### src/hw/rtl/pqfl_pkg.sv
// Shared types and constants of the per-source query flood limiter.
// No dependencies; imported by every module of the block.
`timescale 1ns / 1ps
`default_nettype none

package pqfl_pkg;

   localparam int ADDR_W     = 32;
   localparam int COUNT_W    = 17;
   localparam int THRESH_W   = 16;
   localparam int TICK_W     = 16;
   localparam int CSR_IDX_W  = 4;
   localparam int CSR_DATA_W = 16;

   localparam logic [COUNT_W-1:0]  COUNT_MAX = 17'h1FFFF;
   localparam logic [TICK_W-1:0]   TICK_MAX  = 16'hFFFF;

   localparam logic [THRESH_W-1:0] FLOOD_THRESHOLD_RESET = 16'd350;
   localparam logic [TICK_W-1:0]   WINDOW_TICKS_RESET    = 16'd6000;

   // register indexes of the configuration port
   localparam logic [CSR_IDX_W-1:0] CSR_FLOOD_THRESHOLD = 4'd0;
   localparam logic [CSR_IDX_W-1:0] CSR_WINDOW_TICKS    = 4'd1;

   typedef enum logic {
      KIND_QUERY = 1'b0,
      KIND_TICK  = 1'b1
   } req_kind_type;

   // outcome of the table lookup, passed from lookup stage to update stage
   typedef struct packed {
      req_kind_type kind;
      logic         hit;
      logic         alloc;
      logic         untracked;
      logic         clear;
   } lookup_type;

   typedef struct packed {
      logic               verdict;
      logic               ban_now;
      logic               untracked;
      logic               window_cleared;
      logic [COUNT_W-1:0] hit_count;
   } result_type;

endpackage

`default_nettype wire

### src/hw/rtl/pqfl_match.sv
// Source address lookup: address CAM, valid bits, fill counter and tick counter.
// Depends on pqfl_pkg.
`timescale 1ns / 1ps
`default_nettype none

module pqfl_match import pqfl_pkg::*; #(
   parameter int TABLE_DEPTH = 64,
   localparam int IDX_W  = $clog2(TABLE_DEPTH),
   localparam int FILL_W = $clog2(TABLE_DEPTH + 1)
) (
   input  logic                clock,
   input  logic                reset,
   input  logic                a_fire,
   input  req_kind_type        a_kind,
   input  logic [ADDR_W-1:0]   a_addr,
   input  logic [TICK_W-1:0]   window_ticks,
   output lookup_type          look,
   output logic [IDX_W-1:0]    look_idx
);

   logic [ADDR_W-1:0]      addr_mem [TABLE_DEPTH];
   logic [TABLE_DEPTH-1:0] valid_ff;
   logic [FILL_W-1:0]      fill_ff;
   logic [TICK_W-1:0]      tick_ff;

   logic [TABLE_DEPTH-1:0] match;
   logic [IDX_W-1:0]       match_idx;
   logic                   any_match;
   logic                   full;
   logic                   is_query;
   logic [TICK_W-1:0]      tick_in;
   logic                   window_end;

   // parallel compare; at most one entry can hold a given address
   always_comb begin
      match_idx = '0;
      for (int i = 0; i < TABLE_DEPTH; i++) begin
         match[i] = valid_ff[i] && (addr_mem[i] == a_addr);
         if (match[i]) begin
            match_idx = match_idx | IDX_W'(i);
         end
      end
   end

   // entries fill from the bottom, so the fill count is the lowest free slot
   assign any_match  = |match;
   assign full       = (fill_ff == FILL_W'(TABLE_DEPTH));
   assign is_query   = (a_kind == KIND_QUERY);
   assign tick_in    = (tick_ff == TICK_MAX) ? tick_ff : tick_ff + TICK_W'(1);
   assign window_end = (tick_in >= window_ticks);

   always_comb begin
      look.kind      = a_kind;
      look.hit       = is_query && any_match;
      look.alloc     = is_query && !any_match && !full;
      look.untracked = is_query && !any_match && full;
      look.clear     = !is_query && window_end;
      look_idx       = any_match ? match_idx : fill_ff[IDX_W-1:0];
   end

   // valid bits, fill count and window tick counter
   always_ff @(posedge clock) begin
      if (reset) begin
         valid_ff <= '0;
         fill_ff  <= '0;
         tick_ff  <= '0;
      end else if (a_fire) begin
         if (look.clear) begin
            valid_ff <= '0;
            fill_ff  <= '0;
            tick_ff  <= '0;
         end else if (!is_query) begin
            tick_ff <= tick_in;
         end else if (look.alloc) begin
            valid_ff[fill_ff[IDX_W-1:0]] <= 1'b1;
            fill_ff                      <= fill_ff + FILL_W'(1);
         end
      end
   end

   // address store, written on allocation
   always_ff @(posedge clock) begin
      if (a_fire && look.alloc) begin
         addr_mem[fill_ff[IDX_W-1:0]] <= a_addr;
      end
   end

endmodule

`default_nettype wire

### src/hw/rtl/pqfl_update.sv
// Update stage: count memory, ban bits, bypass of the count being written, result.
// Depends on pqfl_pkg.
`timescale 1ns / 1ps
`default_nettype none

module pqfl_update import pqfl_pkg::*; #(
   parameter int TABLE_DEPTH = 64,
   localparam int IDX_W = $clog2(TABLE_DEPTH)
) (
   input  logic                clock,
   input  logic                reset,
   input  logic                a_fire,
   input  lookup_type          look,
   input  logic [IDX_W-1:0]    look_idx,
   input  logic [THRESH_W-1:0] flood_threshold,
   input  logic                r_en,
   output logic                b_ready,
   output logic                res_valid,
   output result_type          res
);

   logic [COUNT_W-1:0]     count_mem [TABLE_DEPTH];
   logic                   b_valid_ff;
   lookup_type             b_look_ff;
   logic [IDX_W-1:0]       b_idx_ff;
   logic [COUNT_W-1:0]     rd_count_ff;
   logic                   fwd_ff;
   logic [COUNT_W-1:0]     fwd_count_ff;
   logic [TABLE_DEPTH-1:0] banned_ff;

   logic                   b_fire;
   logic [COUNT_W-1:0]     cur_count;
   logic                   banned_rd;
   logic                   wr_en;
   logic [COUNT_W-1:0]     wr_count;
   logic                   set_ban;
   logic                   fwd;

   assign b_fire    = b_valid_ff && r_en;
   assign b_ready   = !b_valid_ff || r_en;
   assign res_valid = b_valid_ff;

   // count as stored, or as the previous item writes it at this same edge
   assign cur_count = fwd_ff ? fwd_count_ff : rd_count_ff;
   assign banned_rd = banned_ff[b_idx_ff];

   // result and write-back for the item held in this stage
   always_comb begin
      res                = '0;
      res.window_cleared = b_look_ff.clear;
      wr_en              = 1'b0;
      wr_count           = COUNT_W'(1);
      set_ban            = 1'b0;
      if (b_look_ff.hit) begin
         if (banned_rd) begin
            res.verdict   = 1'b1;
            res.hit_count = cur_count;
         end else begin
            set_ban       = (cur_count >= COUNT_W'(flood_threshold));
            wr_en         = 1'b1;
            wr_count      = (cur_count == COUNT_MAX) ? cur_count : cur_count + COUNT_W'(1);
            res.ban_now   = set_ban;
            res.hit_count = wr_count;
         end
      end else if (b_look_ff.alloc) begin
         wr_en         = 1'b1;
         res.hit_count = wr_count;
      end else if (b_look_ff.untracked) begin
         res.untracked = 1'b1;
      end
   end

   // next item hits the entry this item writes: take the new count directly
   assign fwd = b_fire && wr_en && look.hit && (b_idx_ff == look_idx);

   always_ff @(posedge clock) begin
      if (reset) begin
         b_valid_ff <= 1'b0;
      end else if (b_ready) begin
         b_valid_ff <= a_fire;
      end
   end

   always_ff @(posedge clock) begin
      if (a_fire) begin
         b_look_ff    <= look;
         b_idx_ff     <= look_idx;
         fwd_ff       <= fwd;
         fwd_count_ff <= wr_count;
      end
   end

   // count memory: one write port, one registered read port
   always_ff @(posedge clock) begin
      if (b_fire && wr_en) begin
         count_mem[b_idx_ff] <= wr_count;
      end
      if (a_fire) begin
         rd_count_ff <= count_mem[look_idx];
      end
   end

   // ban bits; a window clear from the later item wins over a ban set
   always_ff @(posedge clock) begin
      if (reset) begin
         banned_ff <= '0;
      end else if (a_fire && look.clear) begin
         banned_ff <= '0;
      end else if (b_fire && set_ban) begin
         banned_ff[b_idx_ff] <= 1'b1;
      end
   end

endmodule

`default_nettype wire

### src/hw/rtl/per_source_query_flood_limiter_core.sv
// Per-source query flood limiter: top level with input, output and config registers.
// Depends on pqfl_pkg, pqfl_match and pqfl_update.
//
// Usage
//   req channel: one transfer per query (req_type 0, req_source_addr set) or per
//   millisecond tick (req_type 1). rsp channel: exactly one result per request,
//   in request order. csr channel: writes flood_threshold (index 0) and
//   window_ticks (index 1); other indexes are ignored, csr_ready is always high.
//   Path: a result reaches rsp_valid through the input register, the CAM lookup
//   into the update stage (the count memory's registered read), then the count
//   update into the output register.
//   Throughput: one item per cycle unless rsp_ready stalls the output; the lookup
//   and update stages forward the count being written to the next item.
//   Reset: table empty, no bans, tick counter zero, registers at 350 and 6000;
//   no clearing pass, the first request may follow reset at once.
//   Stall: while rsp_ready is low the result holds; the pipeline fills its
//   two free stages and then lowers req_ready.
`timescale 1ns / 1ps
`default_nettype none

module per_source_query_flood_limiter_core import pqfl_pkg::*; #(
   parameter int TABLE_DEPTH = 64
) (
   input  logic                  clock,
   input  logic                  reset,
   input  logic                  req_valid,
   output logic                  req_ready,
   input  logic                  req_type,
   input  logic [ADDR_W-1:0]     req_source_addr,
   output logic                  rsp_valid,
   input  logic                  rsp_ready,
   output logic                  rsp_verdict,
   output logic                  rsp_ban_now,
   output logic                  rsp_untracked,
   output logic                  rsp_window_cleared,
   output logic [COUNT_W-1:0]    rsp_hit_count,
   input  logic                  csr_valid,
   output logic                  csr_ready,
   input  logic [CSR_IDX_W-1:0]  csr_index,
   input  logic [CSR_DATA_W-1:0] csr_wdata
);

   localparam int IDX_W = $clog2(TABLE_DEPTH);

   logic [THRESH_W-1:0] flood_threshold_ff;
   logic [TICK_W-1:0]   window_ticks_ff;
   logic                a_valid_ff;
   req_kind_type        a_kind_ff;
   logic [ADDR_W-1:0]   a_addr_ff;
   logic                rsp_valid_ff;
   result_type          rsp_res_ff;

   logic                r_en;
   logic                a_en;
   logic                a_fire;
   logic                b_ready;
   logic                b_valid;
   lookup_type          look;
   logic [IDX_W-1:0]    look_idx;
   result_type          res;

   // stage enables
   assign r_en      = !rsp_valid_ff || rsp_ready;
   assign a_en      = !a_valid_ff || b_ready;
   assign a_fire    = a_valid_ff && b_ready;
   assign req_ready = a_en;
   assign csr_ready = 1'b1;

   // configuration registers
   always_ff @(posedge clock) begin
      if (reset) begin
         flood_threshold_ff <= FLOOD_THRESHOLD_RESET;
         window_ticks_ff    <= WINDOW_TICKS_RESET;
      end else if (csr_valid && csr_ready) begin
         unique case (csr_index)
            CSR_FLOOD_THRESHOLD: flood_threshold_ff <= csr_wdata;
            CSR_WINDOW_TICKS:    window_ticks_ff    <= csr_wdata;
            default: ;
         endcase
      end
   end

   // input register
   always_ff @(posedge clock) begin
      if (reset) begin
         a_valid_ff <= 1'b0;
      end else if (a_en) begin
         a_valid_ff <= req_valid;
      end
   end

   always_ff @(posedge clock) begin
      if (req_valid && req_ready) begin
         a_kind_ff <= req_kind_type'(req_type);
         a_addr_ff <= req_source_addr;
      end
   end

   pqfl_match #(
      .TABLE_DEPTH (TABLE_DEPTH)
   ) u_match (
      .clock        (clock),
      .reset        (reset),
      .a_fire       (a_fire),
      .a_kind       (a_kind_ff),
      .a_addr       (a_addr_ff),
      .window_ticks (window_ticks_ff),
      .look         (look),
      .look_idx     (look_idx)
   );

   pqfl_update #(
      .TABLE_DEPTH (TABLE_DEPTH)
   ) u_update (
      .clock           (clock),
      .reset           (reset),
      .a_fire          (a_fire),
      .look            (look),
      .look_idx        (look_idx),
      .flood_threshold (flood_threshold_ff),
      .r_en            (r_en),
      .b_ready         (b_ready),
      .res_valid       (b_valid),
      .res             (res)
   );

   // output register
   always_ff @(posedge clock) begin
      if (reset) begin
         rsp_valid_ff <= 1'b0;
      end else if (r_en) begin
         rsp_valid_ff <= b_valid;
      end
   end

   always_ff @(posedge clock) begin
      if (b_valid && r_en) begin
         rsp_res_ff <= res;
      end
   end

   assign rsp_valid          = rsp_valid_ff;
   assign rsp_verdict        = rsp_res_ff.verdict;
   assign rsp_ban_now        = rsp_res_ff.ban_now;
   assign rsp_untracked      = rsp_res_ff.untracked;
   assign rsp_window_cleared = rsp_res_ff.window_cleared;
   assign rsp_hit_count      = rsp_res_ff.hit_count;

endmodule

`default_nettype wire

### config.mk
export PLATFORM = sky130hd
export DESIGN_NAME = per_source_query_flood_limiter_core
export DESIGN_NICKNAME = d
export VERILOG_FILES = /design/src/hw/rtl/pqfl_pkg.sv /design/src/hw/rtl/pqfl_match.sv /design/src/hw/rtl/pqfl_update.sv /design/src/hw/rtl/per_source_query_flood_limiter_core.sv
export SDC_FILE = /design/constraint.sdc
export NUM_CORES = 2
export LEC_CHECK = 0
export BUFFER_PORTS_ARGS = -buffer_cell sky130_fd_sc_hd__buf_2
export CORE_MARGIN = 2
export CORE_UTILIZATION = 50
export DETAILED_ROUTE_END_ITERATION = 12
export GPL_ROUTABILITY_DRIVEN = 0
export PLACE_DENSITY = 0.65
export SKIP_LAST_GASP = 1
export SLEW_MARGIN = 25
export SYNTH_ARGS = -nofsm -noshare
export SYNTH_HDL_FRONTEND = slang
export SYNTH_HIERARCHICAL = 1
export SYNTH_SLANG_ARGS = --single-unit
### constraint.sdc
create_clock -name clock -period 7.65 [get_ports clock]
set_input_delay 0 -clock clock [delete_from_list [all_inputs] [get_ports clock]]
set_output_delay 0 -clock clock [all_outputs]
set_load 0.01 [all_outputs]
After elaboration in Yosys (flattened, before gate mapping)
Memory sizes are Yosys's and may differ from the RTL's. A register that Yosys moved wholly into a read port is not among the register bits.
Cells that the tools add are included.
Storage, ports and cells
  memories: 2
  memory bits (read-only): 0
  input port bits: 58
  bits in registers: 268
  logic and storage cells: 369
  memory bits (writable): 3136
  latch bits: 0
Cells by class
  equal/unequal tests: 70
  reduce and logical (&&, ||, !) cells: 104
  divide/modulo/power cells: 0
  magnitude comparators: 6
  add/subtract/negate cells: 3
  mux-type cells: 158
  multiply operators: 0
  bitwise operators: 3
  shifts and indexed selects: 0
Memory list
  u_match.addr_mem: depth 64, bits a word 32, rd ports 64, clocked after memory_dff 0, write ports 1, line pqfl_match.sv:21  | logic [ADDR_W-1:0] addr_mem [TABLE_DEPTH];
  u_update.count_mem: depth 64, bits a word 17, rd ports 1, clocked after memory_dff 1, write ports 1, line pqfl_update.sv:22  | logic [COUNT_W-1:0] count_mem [TABLE_DEPTH];
Operators with widths (number)
  equality test 32 bit: 64
  2-to-1 mux 64 bit: 19
  2-to-1 mux 16 bit: 20
  2-to-1 mux 6 bit: 33
  2-to-1 mux 17 bit: 9
  bitwise OR 64 bit: 2
  2-to-1 mux 7 bit: 14
  logical AND 1 bit: 80
  2-to-1 mux 5 bit: 16
  OR reduction 64 bit: 1
  2-to-1 mux 4 bit: 8
  2-to-1 mux 1 bit: 30
  adder 17 x 1 -> 17 bit (second input constant): 1
  equality test 17 bit (second input constant): 1
  >= comparator 17 x 16 -> 1 bit: 1
  adder 16 x 1 -> 16 bit (second input constant): 1
  equality test 16 bit (second input constant): 1
  >= comparator 16 bit: 1
  less-than comparator 6 x 7 -> 1 bit (second input constant): 2
  nonzero test 2 bit: 7
  demux 1 bit (select 6 bit): 2
  >= comparator 6 x 1 -> 1 bit (second input constant): 2
  2-to-1 mux 3 bit: 4
  nonzero test 3 bit: 3
  other kinds (13): 22

Longest topological paths before layout
An unclocked memory read counts as a cell.
  word-level depth: 69
  depth in mapped cells: 24
  gate-level depth less buffers: 22

By module
Netlist, hierarchy kept.
Modules (own cells, without submodules)
  pqfl_match: instances 1, cells each 5637, area each 91655.4 um^2
  pqfl_update: instances 1, cells each 2236, area each 47246.6 um^2
  per_source_query_flood_limiter_core: instances 1, cells each 198, area each 3085.5 um^2

Worst setup path after synthesis
OpenSTA, ideal clock, no wires.
  path kind: reg2reg
  start point: reg a_addr_ff[13]
  end point: reg u_update.rd_count_ff[0] (read register of u_update.count_mem), data pin
  path buffers: 9
  arrival: 6070 ps
  slack: 1308 ps
  cell stages (with the launch flop): 23
  clock period less this slack: 6342 ps
  cells stage by stage: edfxtp_1 > buf_4 > buf_6 > buf_6 > xnor2_1 > nand4_1 > nor4_1 > nand4_1 > o41ai_2 > nor3_1 > nand4_2 > or2_1 > buf_6 > buf_6 > buf_4 > nor2_1 > a21oi_1 > clkbuf_1 > clkbuf_1 > buf_1 > mux4_2 > mux4_2 > mux4_2
On the way
  cells in the longest elaborated chain, start to end: 66
RTL lines
  from (decl): line per_source_query_flood_limiter_core.sv:49  | logic [ADDR_W-1:0] a_addr_ff;
  from (signal assigned): line per_source_query_flood_limiter_core.sv:95  | a_addr_ff <= req_source_addr;
  equality test 32 bit: line pqfl_match.sv:38  | match[i] = valid_ff[i] && (addr_mem[i] == a_addr);
  logical AND 1 bit: line pqfl_match.sv:38
  2-to-1 mux 1 bit: line pqfl_match.sv:39  | if (match[i]) begin
  2-to-1 mux 2 bit (2 in series): line pqfl_match.sv:39
  2-to-1 mux 3 bit (4 in series): line pqfl_match.sv:39
  2-to-1 mux 4 bit (8 in series): line pqfl_match.sv:39
  2-to-1 mux 5 bit (16 in series): line pqfl_match.sv:39
  2-to-1 mux 6 bit (32 in series): line pqfl_match.sv:39
  2-to-1 mux 6 bit *: line pqfl_match.sv:58  | look_idx = any_match ? match_idx : fill_ff[IDX_W-1:0];
  via look_idx[0]: line per_source_query_flood_limiter_core.sv:59  | logic [IDX_W-1:0] look_idx;
  to (decl): line pqfl_update.sv:26  | logic [COUNT_W-1:0] rd_count_ff;
The timed path passes the listed nets; every way through them passes the cells marked *.
A chain may end at the register's enable or synchronous reset.

Worst setup path in the final report
  start point: reg a_addr_ff[20]
  end point: reg u_update.rd_count_ff[12] (read register of u_update.count_mem), data pin
RTL lines (line)
  equality test 32 bit: pqfl_match.sv:38
  logical AND 1 bit: pqfl_match.sv:38
  2-to-1 mux 2 bit (2 in series): pqfl_match.sv:39
  2-to-1 mux 3 bit (4 in series): pqfl_match.sv:39
  2-to-1 mux 4 bit (8 in series): pqfl_match.sv:39
  2-to-1 mux 5 bit (16 in series): pqfl_match.sv:39
  2-to-1 mux 6 bit (32 in series): pqfl_match.sv:39
  2-to-1 mux 6 bit *: pqfl_match.sv:58
  via look_idx[1]: per_source_query_flood_limiter_core.sv:59
Marks and branches as above.

==> results.rst <==
.. list-table::
   :header-rows: 1

   * - Metric
     - Value
   * - Status
     - finished clean
   * - Largest net degree at the start of global routing
     - 73
   * - Setup clock skew after layout
     - around 81 ps
   * - Remaining number of nets flagged by the antenna check after routing
     - 0
   * - Skew-Pair Late Insertion Delay
     - 970 ps
   * - Post-CTS Hold Buffers
     - 128
   * - TritonCTS clock tree
     - yes
   * - Die Outline Area
     - approximately 0.29 sq mm
   * - Seq. cell area
     - 0.101 sq mm
   * - Final worst hold slack
     - 128 ps
   * - Total clock sinks
     - 3421
   * - Layout Nets
     - roughly 9000
   * - Total grt overflow
     - 0
   * - Final max-slew violation count
     - 0
   * - Share of the core filled with cells
     - 57.4%
   * - Maximum Capacitance Violations
     - 0
   * - Path type of the worst setup path
     - reg -> reg
   * - Residual DRC
     - 0
   * - Sequence of cells on the critical path
     - buf_12, buf_4, xor2_1, nor3_1, nand3_1, or4_1, nand4_1, a2111oi_4, nand4_2, or2_4, buf_4, o21ai_4, buf_16, buf_4, mux4_2, mux4_2, mux4_2
   * - CTS HTree Levels
     - 5
   * - Instance count of the mapped netlist
     - between 8000 and 9000
   * - Kind of start point of the critical path
     - flip-flop
   * - Yosys warns
     - 6
   * - Vias post-DR
     - 74510
   * - Vias per std cell
     - 5.85
   * - Post-CTS setup repair buffer count
     - 0
   * - Average detailed-routed wire length per instance
     - 28.5 um
   * - Fraction of final layout cells with drive strength greater than 1
     - 17.5%
   * - Crit-path leading delay family
     - simple AND/OR/NAND/NOR gates
   * - Tightest Hold Check Type
     - in -> reg
   * - Width of the die
     - 537 um
   * - Placement Cell Area
     - around 0.15 sq mm
   * - Final Setup Violations
     - 0
   * - Number of nets produced by synthesis
     - 8164
   * - Largest driver fanout on the critical path
     - 23
   * - Count of port buffers added during placement
     - 80
   * - Slew Limit Headroom
     - 21.6%
   * - Number of global-route vias before repair
     - 74060
   * - Setup repair after global routing missed its margin
     - false
   * - Worst reg-to-reg setup slack
     - 650 ps
   * - Number of cell rows
     - 195
   * - Critical Path Max Stage Delay
     - 1120 ps
   * - Die Height
     - 537 um
   * - Cell at the root of the clock tree
     - sky130_fd_sc_hd__clkbuf_16
   * - Setup Total Neg Slack
     - 0 ps
   * - Gates resized, CTS repair
     - 0
   * - Endpoint arrival time on the critical path
     - 7650 ps
   * - Maximum buffer depth of the clock tree
     - 4
   * - Worst Tran Pin Value
     - between 1000 and 1500 ps
   * - Starting utilization of the core area
     - 50.3%
   * - Ports placed on the boundary
     - approximately 80
   * - Buffers plus inverters on the worst setup path
     - 5
   * - Clock-pin slew reported for the worst setup and hold paths after clock tree synthesis
     - 60 ps
   * - DR iter-0 viols
     - 8331
   * - Final period demand of the worst path
     - 7000 ps
   * - Required time of the critical path
     - around 8300 ps
   * - Syn Area/Cell
     - 17.6 sq um
   * - Ratio of total power to cell area
     - 244 mW/mm^2
   * - Final period util
     - between 90% and 100%
   * - Global router's overall resource usage
     - 25.0%
   * - Fill cell count
     - roughly 21000
   * - CP max stage cell
     - sky130_fd_sc_hd__edfxtp_1
   * - Wire length of the first global-routing pass
     - 525000 um
   * - Worst setup EP type
     - flip-flop
   * - DR pass1 iterations
     - 6
   * - Post-placement setup slack
     - 881 ps
   * - Post-DP HPWL
     - about 220000 um
   * - Synthesis-to-layout area growth
     - 14.1%
   * - Placeable core region
     - approximately 0.28 sq mm
   * - Multi-input gate area in the final layout
     - ~0.038 sq mm
   * - Number of hold-slack violations in the final timing report
     - 0
   * - Antenna violations before repair
     - 11
   * - Worst-case setup margin in the final layout
     - 652 ps
   * - Achievable Freq
     - 0.143 GHz
   * - TritonCTS buffer count
     - approximately 350
   * - Worst VDD drop
     - 0.205 mV
   * - Final routed wirelength across all metal layers
     - approximately 360000 um
   * - Post-route cell area
     - 0.162 sq mm
   * - Lkg Pwr
     - 52.5 nW
   * - Area of the mapped netlist
     - 0.142 sq mm
-- cells in the final DEF, fill, tap and decap left out, types with 28 or more instances in the layout --
cell type / n
sky130_fd_sc_hd__clkbuf_1: 79
sky130_fd_sc_hd__buf_2: 80
sky130_fd_sc_hd__bufinv_16: 28
sky130_fd_sc_hd__nor3_1: 94
sky130_fd_sc_hd__dfxtp_1: 186
sky130_fd_sc_hd__o21a_1: 66
sky130_fd_sc_hd__nor2_1: 114
sky130_fd_sc_hd__nand4_1: 190
sky130_fd_sc_hd__ha_1: 36
sky130_fd_sc_hd__o21ai_0: 83
sky130_fd_sc_hd__or4_1: 41
sky130_fd_sc_hd__clkbuf_16: 356
sky130_fd_sc_hd__edfxtp_1: 3235
sky130_fd_sc_hd__dlygate4sd3_1: 128
sky130_fd_sc_hd__nand2b_1: 44
sky130_fd_sc_hd__nor4_1: 369
sky130_fd_sc_hd__nand3_1: 103
sky130_fd_sc_hd__clkinv_1: 47
sky130_fd_sc_hd__mux4_2: 359
sky130_fd_sc_hd__xnor2_1: 507
sky130_fd_sc_hd__a21oi_1: 38
sky130_fd_sc_hd__nor4_4: 34
sky130_fd_sc_hd__mux2i_1: 44
sky130_fd_sc_hd__clkinv_2: 72
sky130_fd_sc_hd__buf_12: 114
sky130_fd_sc_hd__nand2_1: 204
sky130_fd_sc_hd__xor2_1: 1571
sky130_fd_sc_hd__buf_4: 340
sky130_fd_sc_hd__inv_1: 57
-- cell type report --
type	instances	share of cell area (%)
multi-input combinational	4201	23.6
clock inverter	185	1.17
sequential	3421	62.2
timing repair buffer	664	4.05
tap	3743	2.89
inverter	57	0.132
clock buffer	461	5.88
antenna	6	0.00927
-- layer usage --
layer	vias up	global-route usage, %	share of wire, %
met2	2894	42.1	50
li1	32020	-	-
met3	579	2.84	6.4
met5	-	0	0
met1	39017	34.3	41
met4	0	8.06	3.3
-- worst paths after layout --
check                                            from                        to  cells past startpoint
worst max-delay path                    a_addr_ff[20]  u_update/rd_count_ff[12]                     17
worst min-delay path                     csr_index[0]       window_ticks_ff[10]                      4
worst max register to register          a_addr_ff[20]  u_update/rd_count_ff[12]                     17
worst min register to register  u_update/banned_ff[8]     u_update/banned_ff[8]                      2
-- power by group --
part           leakage (nW)  internal (mW)  switching (mW)  total (mW)
registers              30.8           20.5          0.0580        20.6
logic                  16.2          0.688            1.24        1.93
clock network          5.60           9.78            7.20        17.0
total                  52.5           31.0            8.50        39.5
-- tightest hold or removal path: stages --
cell,delay [ps]
sky130_fd_sc_hd__dlygate4sd3_1,550
sky130_fd_sc_hd__buf_2,210
sky130_fd_sc_hd__and3_1,190
sky130_fd_sc_hd__a211o_1,100
-- flip-flops by register name, summed over array words and instances, names as in the netlist, 3 cells and up --
register               count
u_update/count_mem      1088
a_addr_ff                 32
u_match/fill_ff            7
u_update/b_look_ff         3
window_ticks_ff           16
u_match/addr_mem        2048
u_match/valid_ff          64
u_update/rd_count_ff      17
u_update/fwd_count_ff     17
rsp_hit_count             17
u_match/tick_ff           16
u_update/b_idx_ff          6
flood_threshold_ff        16
u_update/banned_ff        64
-- stage by stage --
step | total power [mW] | cells
finish | 39.5 | 12738
detailed placement | 22.8 | 11958
global placement | 22.8 | 11956
floorplan | 22.1 | 8070
CTS | 39.7 | 12732
global route | 40.5 | 12735
(Power assumes the default switching activity.)
